### config.mk
export PLATFORM = sky130hd
export DESIGN_NAME = udt_cfg
export DESIGN_NICKNAME = d
export VERILOG_FILES = /design/src/rtl/udt_pkg.sv /design/src/rtl/udt_cfg.sv
export SDC_FILE = /design/constraint.sdc
export NUM_CORES = 1
export LEC_CHECK = 0
export ABC_AREA = 1
export BUFFER_PORTS_ARGS = -buffer_cell sky130_fd_sc_hd__buf_2
export CAP_MARGIN = 20
export CELL_PAD_IN_SITES_DETAIL_PLACEMENT = 1
export CELL_PAD_IN_SITES_GLOBAL_PLACEMENT = 2
export CORE_MARGIN = 3
export CORE_UTILIZATION = 27
export CTS_BUF_LIST = sky130_fd_sc_hd__clkbuf_4 sky130_fd_sc_hd__clkbuf_8 sky130_fd_sc_hd__clkbuf_16
export DETAILED_ROUTE_END_ITERATION = 16
export PLACE_DENSITY_LB_ADDON = 0.1
export SYNTH_ARGS = -nofsm -noshare
export SYNTH_HDL_FRONTEND = slang
export SYNTH_SLANG_ARGS = --single-unit
### constraint.sdc
create_clock -name clock -period 1.45 [get_ports clock]
set_input_delay 0.2175 -clock clock [delete_from_list [all_inputs] [get_ports clock]]
set_output_delay 0.2175 -clock clock [all_outputs]
set_load 0.05 [all_outputs]
### src/rtl/udt_pkg.sv
`timescale 1ns / 1ps
`default_nettype none
// ----------------------------------------------------------------------------
// udt_pkg
// Shared widths, register indexes, band codes and the band classifier.
// ----------------------------------------------------------------------------
package udt_pkg;

   localparam int KEY_W   = 22;
   localparam int COUNT_W = 32;
   localparam int BAND_W  = 2;
   localparam int CSR_IDX_W = 8;

   localparam int DEFAULT_TABLE_DEPTH = 128;

   // register indexes
   localparam logic [CSR_IDX_W-1:0] CSR_MIN_FLOOR     = 8'd0;
   localparam logic [CSR_IDX_W-1:0] CSR_RENICE_FLOOR  = 8'd1;
   localparam logic [CSR_IDX_W-1:0] CSR_PAUSE_FLOOR   = 8'd2;
   localparam logic [CSR_IDX_W-1:0] CSR_PAUSE_CEILING = 8'd3;

   localparam logic [COUNT_W-1:0] RST_MIN_FLOOR     = 32'd30;
   localparam logic [COUNT_W-1:0] RST_RENICE_FLOOR  = 32'd41;
   localparam logic [COUNT_W-1:0] RST_PAUSE_FLOOR   = 32'd51;
   localparam logic [COUNT_W-1:0] RST_PAUSE_CEILING = 32'd60;

   localparam logic [BAND_W-1:0] BAND_NONE   = 2'd0;
   localparam logic [BAND_W-1:0] BAND_MIN    = 2'd1;
   localparam logic [BAND_W-1:0] BAND_RENICE = 2'd2;
   localparam logic [BAND_W-1:0] BAND_PAUSE  = 2'd3;

   typedef struct packed {
      logic [COUNT_W-1:0] min_floor;
      logic [COUNT_W-1:0] renice_floor;
      logic [COUNT_W-1:0] pause_floor;
      logic [COUNT_W-1:0] pause_ceiling;
   } band_cfg_type;

   // first band that contains the delta wins
   function automatic logic [BAND_W-1:0] band_of(input logic [COUNT_W-1:0] d,
                                                 input band_cfg_type cfg);
      logic [BAND_W-1:0] band;
      band = BAND_NONE;
      if (d >= cfg.min_floor && d < cfg.renice_floor) begin
         band = BAND_MIN;
      end else if (d >= cfg.renice_floor && d < cfg.pause_floor) begin
         band = BAND_RENICE;
      end else if (d >= cfg.pause_floor && d <= cfg.pause_ceiling) begin
         band = BAND_PAUSE;
      end
      return band;
   endfunction

endpackage
`default_nettype wire

### src/rtl/udt_cfg.sv
`timescale 1ns / 1ps
`default_nettype none
// ----------------------------------------------------------------------------
// udt_cfg
// Band threshold registers behind the csr write channel.
// ----------------------------------------------------------------------------
module udt_cfg
   import udt_pkg::*;
(
   input  wire logic                 clock,
   input  wire logic                 reset,
   input  wire logic                 csr_valid,
   output logic                      csr_ready,
   input  wire logic [CSR_IDX_W-1:0] csr_index,
   input  wire logic [COUNT_W-1:0]   csr_wdata,
   output band_cfg_type              cfg
);

   band_cfg_type cfg_ff;
   band_cfg_type cfg_in;

   assign csr_ready = 1'b1;
   assign cfg       = cfg_ff;

   always_comb begin
      cfg_in = cfg_ff;
      if (csr_valid) begin
         unique case (csr_index)
            CSR_MIN_FLOOR:     cfg_in.min_floor     = csr_wdata;
            CSR_RENICE_FLOOR:  cfg_in.renice_floor  = csr_wdata;
            CSR_PAUSE_FLOOR:   cfg_in.pause_floor   = csr_wdata;
            CSR_PAUSE_CEILING: cfg_in.pause_ceiling = csr_wdata;
            default:           cfg_in = cfg_ff;  // drop unknown index
         endcase
      end
   end

   always_ff @(posedge clock) begin
      if (reset) begin
         cfg_ff.min_floor     <= RST_MIN_FLOOR;
         cfg_ff.renice_floor  <= RST_RENICE_FLOOR;
         cfg_ff.pause_floor   <= RST_PAUSE_FLOOR;
         cfg_ff.pause_ceiling <= RST_PAUSE_CEILING;
      end else begin
         cfg_ff <= cfg_in;
      end
   end

endmodule
`default_nettype wire

==> qor.yml, run 1 <==
status: "finished, final reports clean"
vias: 5342
fin_crit_ns: 1.28
cellPowerDensity_nw_per_um2: 1170
synth.area.mux_share_pct: 0
wl_per_cell_um: 15.3
syn_area_per_cell_um2: 7.14
ios: 172
grt_max_degree: 75
cts_setup_buffers: 0
drc_errors: 0
final_layout_size_suffix_gt1_share_pct: 25.1
ys.flop_type: "dfxtp_1"
postCtsHoldBufs: 0
r2r_setup_slack_ns: 0.82
die_x_um: 146
yosys.area.top_type: "dfxtp_1"
fin_crit_sh_pct: 88.3
synth_top_area_share_pct: 48.3
max_freq_mhz: 781
htree_levels: 4
core_area_um2: 19000
critPathMaxFanout: 2
synthAdderAreaFrac_pct: 0
maxCapViolCount: 0
startpoint_type: "register"
cts_resized: 0
vdd_drop_max_mv: 0.771
clk_pin_slew_worst_paths_ns: 0.05
synth_compound_area_share_pct: 10.7
cpPeakStageDelay_ns: 0.37
p_leak_nw: 3.34
cts_tree: "done"
cts-root-buf: "clkbuf_16"
overflow: 0
fin_nets: 930
post_dp_cell_area_um2: 6470
maxSlewViolCount: 0
cpLargestDelayFamily: "flip-flops"
wl_met2_um: 8130
total_power_w: 0.00824
firstDrtPassIters: 4
viasPerCell: 4.62
synth_top_family_by_area: "simple AND/OR/NAND/NOR gates"
final_cell_area_um2: 7050
synth_edf_count: 0
wl_met3_um: 980
antenna_found_initial: 1
ys_top_cells_by_area: "dfxtp_1 48%, nand3_1 13%, a21oi_1 11%"
drtIter0Drc: 248
end_kind: "output pin"
grt_pass1_vias: 5415
largest_reg_flops: 128
routed.top_layer: "met5"
wl_um: 17700
synth_xor_area_share_pct: 0
finalSetupTns_ns: 0
grt_pass1_wl_um: 29100
dp_hpwl_um: 12300
yosysSeqAreaShare_pct: 48.3
dieArea_um2: 21400
path_buf_inv: 1
hp-class: "in2reg"
synth_warnings: 0
drt-met1-wl_um: 8380
clock_skew_ns: 0
syn_area_um2: 5300
rows: 50
syn_nets: 786
ys_types: 14
synth-simple-area-share_pct: 31.7
gp_congestion: 0.731
clock_latency_ns: 0.41
arrival_ns: 1.06
finalHoldViolations: 0
slowest_stage: "dfxtp_1"
grtUsageTotal_pct: 16.7
async_reset_ff_share_pct: 0
antennaDiodeCount: 0
ant_nets: 0
syn_to_final_growth_pct: 32.9
clockBufferDepth: 2
initial_core_util_pct: 27.9
io_buffers: 170
die_y_um: 146
worst_hold_slack_ns: 0.110
rsz0062_at_grt: "false"
cp_cell_sequence: "buf_2"
synth.most_common_cell: "nand3_1"
cts-buffers-inserted: 17
ys_ff_latch: 128
criticalPathCategory: "reg2out"
cp_data_required_time_ns: 1.23
synthCells: 743
setup_viol: 0
yosys-top-cells-count: "143 x nand3_1, 136 x nand2_1, 128 x dfxtp_1, 116 x nor2_1, 113 x a21oi_1"
clkSinkCount: 128
## placed cells by master, fill, tap and decap left out
master	Yosys	layout
inv_1	35	34
buf_2	23	170
a21oi_1	113	113
clkinvlp_4	0	1
bufinv_16	0	2
nand2_1	136	136
buf_12	0	13
inv_4	0	2
nand3_1	143	143
conb_1	1	1
buf_4	16	9
clkbuf_8	0	5
clkinv_2	0	3
clkbuf_16	0	17
nor2_4	0	3
nor2_1	116	116
dfxtp_1	128	128
## final timing paths
kind                     start  endpoint  depth (start not counted)
hold reg to reg        cfg[97]   cfg[97]                          2
hold / removal    csr_wdata[1]   cfg[33]                          3
setup reg to reg       cfg[27]   cfg[27]                          2
setup / recovery      cfg[115]  cfg[115]                          1
## cell families (layout without fill, tap and decap cells)
| logic type | count (synthesis) | in the layout |
|---|---|---|
| buffers and inverters | 103 | 256 |
| AOI/OAI and AO/OA | 113 | 113 |
| and+or+nand+nor | 398 | 398 |
| other | 1 | 1 |
| DFF | 128 | 128 |
## stage by stage
stage	std cells	setup WS (ns)	util, %
finish	1156	0.170	37.1
global route	1156	0.125	37.1
CTS	1156	0.144	37.1
detailed placement	1128	-0.00911	34.0
global placement	1128	0.0655	34.0
floorplan	743	0.311	-
## report_power, final
part	total (W)	switching [W]	leakage (nW)	internal [W]
Sequential	0.00353	0.00000451	1.03	0.00353
Clock	0.00419	0.00148	0.286	0.00271
Combinational	0.000511	0.000363	2.02	0.000148
## layout make-up
cell class              instances  area (µm²)
repair buffers                192        1180
well taps                     260         325
inverters                      36         140
clock inverters                 6        82.6
multi-input cells             512        2260
fillers                      2404       12000
clock buffers                  22         494
flip-flops and latches        128        2560
## metal layers
layer	vias up	track usage (%)
met5	-	0
met4	2	5.22
met3	16	4.90
met2	122	26.5
met1	2505	22.1
li1	2697	-
No activity file was read; power rests on OpenSTA's default activity.
==> run 2: changes to the inputs <==
==> constraint.sdc (replaced) <==
create_clock -name clock -period 1.45 [get_ports clock]
set_input_delay 0.435 -clock clock [delete_from_list [all_inputs] [get_ports clock]]
set_output_delay 0.435 -clock clock [all_outputs]
set_load 0.05 [all_outputs]
==> qor.yml, run 2 (synthesis results as in run 1) <==
final_layout_size_suffix_gt1_share_pct: 28.1
gp_congestion: 0.746
setup_viol: 0
criticalPathCategory: "reg2out"
syn_to_final_growth_pct: 46.1
io_buffers: 170
path_buf_inv: 1
cts_tree: "done"
finalSetupTns_ns: 0
clkSinkCount: 128
wl_um: 18100
rsz0062_at_grt: "false"
internal_power_w: 0.00651
fin_crit_sh_pct: 97.3
hp-class: "in2reg"
clock_skew_ns: 0
maxSlewViolCount: 0
drtIter0Drc: 193
hold_depth: 3
pwr-share-clk_pct: 52.0
hold_end: "cfg[97]"
cp_data_required_time_ns: 1.02
ff2ff_path_depth: 2
grt_pass1_vias: 5535
viasPerCell: 4.61
cts_setup_buffers: 0
max_freq_mhz: 709
worst_hold_slack_ns: 0.294
drc_errors: 0
r2r_end: "cfg[27]"
wl_per_cell_um: 15.4
die_y_um: 146
finalHoldViolations: 0
postCtsHoldBufs: 0
largest_reg_flops: 128
startpoint_type: "register"
layout_commonest_cell: "nand3_1"
cp_cell_sequence: "buf_4"
antenna_found_initial: 0
cpPeakStageDelay_ns: 0.35
clockBufferDepth: 2
p_seq_share_pct: 41.8
p_leak_nw: 3.49
timing.rr.start: "cfg[27]"
ios: 172
final_cell_mix: "143 x nand3_1, 136 x nand2_1, 116 x nor2_1, 114 x dfxtp_1, 113 x a21oi_1"
min_from: "csr_wdata[1]"
vdd_drop_max_mv: 0.834
status: "finished, final reports clean"
r2r_setup_slack_ns: 0.80
rows: 50
end_kind: "output pin"
final_util_pct: 40.7
cts-buffers-inserted: 17
dieArea_um2: 21400
maxCapViolCount: 0
cts-root-buf: "clkbuf_16"
vias: 5416
arrival_ns: 0.98
slowest_stage: "dfxtp_1"
clock_latency_ns: 0.41
critPathMaxFanout: 2
grtUsageTotal_pct: 16.8
firstDrtPassIters: 4
grt_max_degree: 74
core_area_um2: 19000
final.setup.worst_slack_ns: 0.0393
cellPowerDensity_nw_per_um2: 1090
initial_core_util_pct: 27.9
fin_nets: 944
cpLargestDelayFamily: "flip-flops"
dp_hpwl_um: 12700
dp_slack_ns: -0.206
switching_share_pct: 23.1
grt_pass1_wl_um: 29200
clk_pin_slew_worst_paths_ns: 0.06
ant_nets: 0
htree_levels: 4
combPwrFrac_pct: 6.3
fin_crit_ns: 1.41
die_x_um: 146
p_sw_w: 0.00195
overflow: 0
fillCellCount: 2383
antennaDiodeCount: 0
[run 2: changes by cell type in the layout (fill, tap and decap cells not counted), sizes merged]
cell / delta
buf: +14
clkinv: +2
clkinvlp: +2
bufinv: +1
clkbuf: -1
[run 2: layout make-up]
type                    count  area [µm²]  share of cell area [%]
flip-flops and latches    128        2580                    33.3
multi-input cells         512        2260                    29.2
repair buffers            206        1830                    23.6
clock buffers              21         468                    6.04
well taps                 260         325                    4.20
inverters                  36         140                    1.81
clock inverters            11         138                    1.78
[run 2: how the worst max path moves through the flow]
| stage | startpoint | endpoint | cells past startpoint |
|---|---|---|---|
| after floorplan | csr_index[3] | cfg[79] | 8 |
| after global placement | csr_index[3] | cfg[87] | 9 |
| after detailed placement | csr_index[7] | cfg[3] | 9 |
| after CTS | cfg[39] | cfg[39] | 1 |
| after global routing | cfg[22] | cfg[22] | 1 |
| final | cfg[50] | cfg[50] | 1 |
[run 2: through the flow]
stage	power (W)	instance area, µm²	std cells
global route	0.00880	7750	1174
finish	0.00846	7750	1174
global placement	0.00413	6630	1142
CTS	0.00860	7600	1174
detailed placement	0.00414	6630	1142
floorplan	0.00392	5300	743
[run 2: routing by layer]
metal	track usage, %	wire [µm]
met1	21.7	8390
met5	0	0
met4	4.23	144
met3	5.15	981
met2	27.3	8580
[run 2: power groups by stage]
stage / registers, W / logic [W] / clock network [W]
CTS: 0.00353 / 0.000539 / 0.00453
global route: 0.00353 / 0.000591 / 0.00468
detailed placement: 0.00361 / 0.000533 / 0
finish: 0.00353 / 0.000530 / 0.00439
global placement: 0.00361 / 0.000523 / 0
floorplan: 0.00363 / 0.000287 / 0
[run 2: repair_timing]
item	in CTS	in global routing
gates resized for setup	142	47
hold endpoints to repair	0	0
setup endpoints to repair	128	42
==> run 3: changes to the inputs <==
--- a/config.mk
+++ b/config.mk
@@ -12,7 +12,6 @@
 export CELL_PAD_IN_SITES_GLOBAL_PLACEMENT = 2
 export CORE_MARGIN = 3
 export CORE_UTILIZATION = 27
-export CTS_BUF_LIST = sky130_fd_sc_hd__clkbuf_4 sky130_fd_sc_hd__clkbuf_8 sky130_fd_sc_hd__clkbuf_16
 export DETAILED_ROUTE_END_ITERATION = 16
 export PLACE_DENSITY_LB_ADDON = 0.1
 export SYNTH_ARGS = -nofsm -noshare
==> qor.yml, run 3 (synthesis results as in run 1) <==
status: "finished, final reports clean"
cpPeakStageDelay_ns: 0.38
syn_to_final_growth_pct: 46.1
vdd_drop_max_mv: 0.835
p_seq_share_pct: 41.9
maxSlewViolCount: 0
rsz0062_at_grt: "false"
arrival_ns: 0.98
grt_pass1_wl_um: 29200
cts_tree: "done"
pwr-share-clk_pct: 51.8
slowest_stage: "dfxtp_1"
wl_um: 18100
criticalPathCategory: "reg2out"
ant_nets: 0
fin_crit_ns: 1.41
place_inst: 1142
viasPerCell: 4.62
layout_commonest_cell: "nand3_1"
io_buffers: 170
final_cell_area_um2: 7750
fin_nets: 944
cts-buffers-inserted: 17
die_y_um: 146
overflow: 0
dieArea_um2: 21400
cpLargestDelayFamily: "flip-flops"
dp_slack_ns: -0.206
hp-class: "in2reg"
antenna_found_initial: 0
clockBufferDepth: 2
cp_data_required_time_ns: 1.02
cp_cell_sequence: "buf_6"
firstDrtPassIters: 5
grt_max_degree: 74
p_sw_w: 0.00196
max_freq_mhz: 709
ios: 172
maxCapViolCount: 0
final_util_pct: 40.7
path_buf_inv: 1
critPathMaxFanout: 2
post_dp_cell_area_um2: 6630
rows: 50
switching_share_pct: 23.2
end_kind: "output pin"
dp_hpwl_um: 12700
clock_latency_ns: 0.41
die_x_um: 146
cellPowerDensity_nw_per_um2: 1090
postCtsHoldBufs: 0
wl_per_cell_um: 15.4
core_area_um2: 19000
startpoint_type: "register"
combPwrFrac_pct: 6.3
final_cell_mix: "143 x nand3_1, 136 x nand2_1, 116 x nor2_1, 114 x dfxtp_1, 113 x a21oi_1"
final.setup.worst_slack_ns: 0.0388
cts_setup_buffers: 0
stdcell_count: 1174
clkSinkCount: 128
drtIter0Drc: 208
final_layout_size_suffix_gt1_share_pct: 27.9
drc_errors: 0
htree_levels: 4
finalHoldViolations: 0
largest_reg_flops: 128
clk_pin_slew_worst_paths_ns: 0.06
initial_core_util_pct: 27.9
grtUsageTotal_pct: 16.8
vias: 5421
gp_congestion: 0.746
grt_pass1_vias: 5548
fin_crit_sh_pct: 97.3
internal_power_w: 0.00647
p_leak_nw: 3.48
clock_skew_ns: 0
antennaDiodeCount: 0
cts-root-buf: "clkbuf_16"
setup_viol: 0
## run 3: cell counts in the layout (fill, tap and decap cells not counted)
No cell type changed its count.
## run 3: area by class of cell
type                       instances  area (µm²)
clock buffer                      21         460
sequential                       128        2580
clock inverter                    11         138
fill                            2381       11300
inverter                          36         140
timing repair buffer             206        1840
multi-input combinational        512        2260
tap                              260         325
## run 3: layer usage
layer	track usage, %	share of wire [%]	wire (µm)
met5	0	0	0
met4	4.37	0.80	145
met3	5.15	5.5	1000
met2	27.2	47	8560
met1	21.8	46	8410
## run 3: metrics by stage
stage	total power, W	TNS, ns	hold slack, ns
CTS	0.00856	0	0.279
floorplan	0.00392	0	0.589
finish	0.00842	0	0.294
global placement	0.00413	-10.83	0.437
detailed placement	0.00414	-18.61	0.446
global route	0.00876	0	0.292
## run 3: timing repair
item,in CTS,in global routing
pin swaps,0,0
resized for setup,142,49
setup endpoints to repair,128,44
endpoints found under the hold margin,0,0
## run 3: worst paths after layout
path	to	from	depth (start not counted)	slack [ns]
worst max-delay path	cfg[35]	cfg[35]	1	0.04
worst min-delay path	cfg[97]	csr_wdata[1]	3	0.29
worst max register to register	cfg[27]	cfg[27]	2	0.80
worst min register to register	cfg[97]	cfg[97]	2	0.47
## run 3: power by group through the flow
stage | Sequential, W | Clock, W | Combinational (W)
3_5_place_dp | 0.00361 | 0 | 0.000533
6_report | 0.00353 | 0.00436 | 0.000530
2_1_floorplan | 0.00363 | 0 | 0.000287
4_1_cts | 0.00353 | 0.00450 | 0.000539
3_3_place_gp | 0.00361 | 0 | 0.000523
5_1_grt | 0.00353 | 0.00464 | 0.000592
## run 3: worst register-to-register path, stage by stage, from the launching register on
cell and delay, ns:
dfxtp_1 0.33, a21oi_1 0.14, nor2_1 0.07
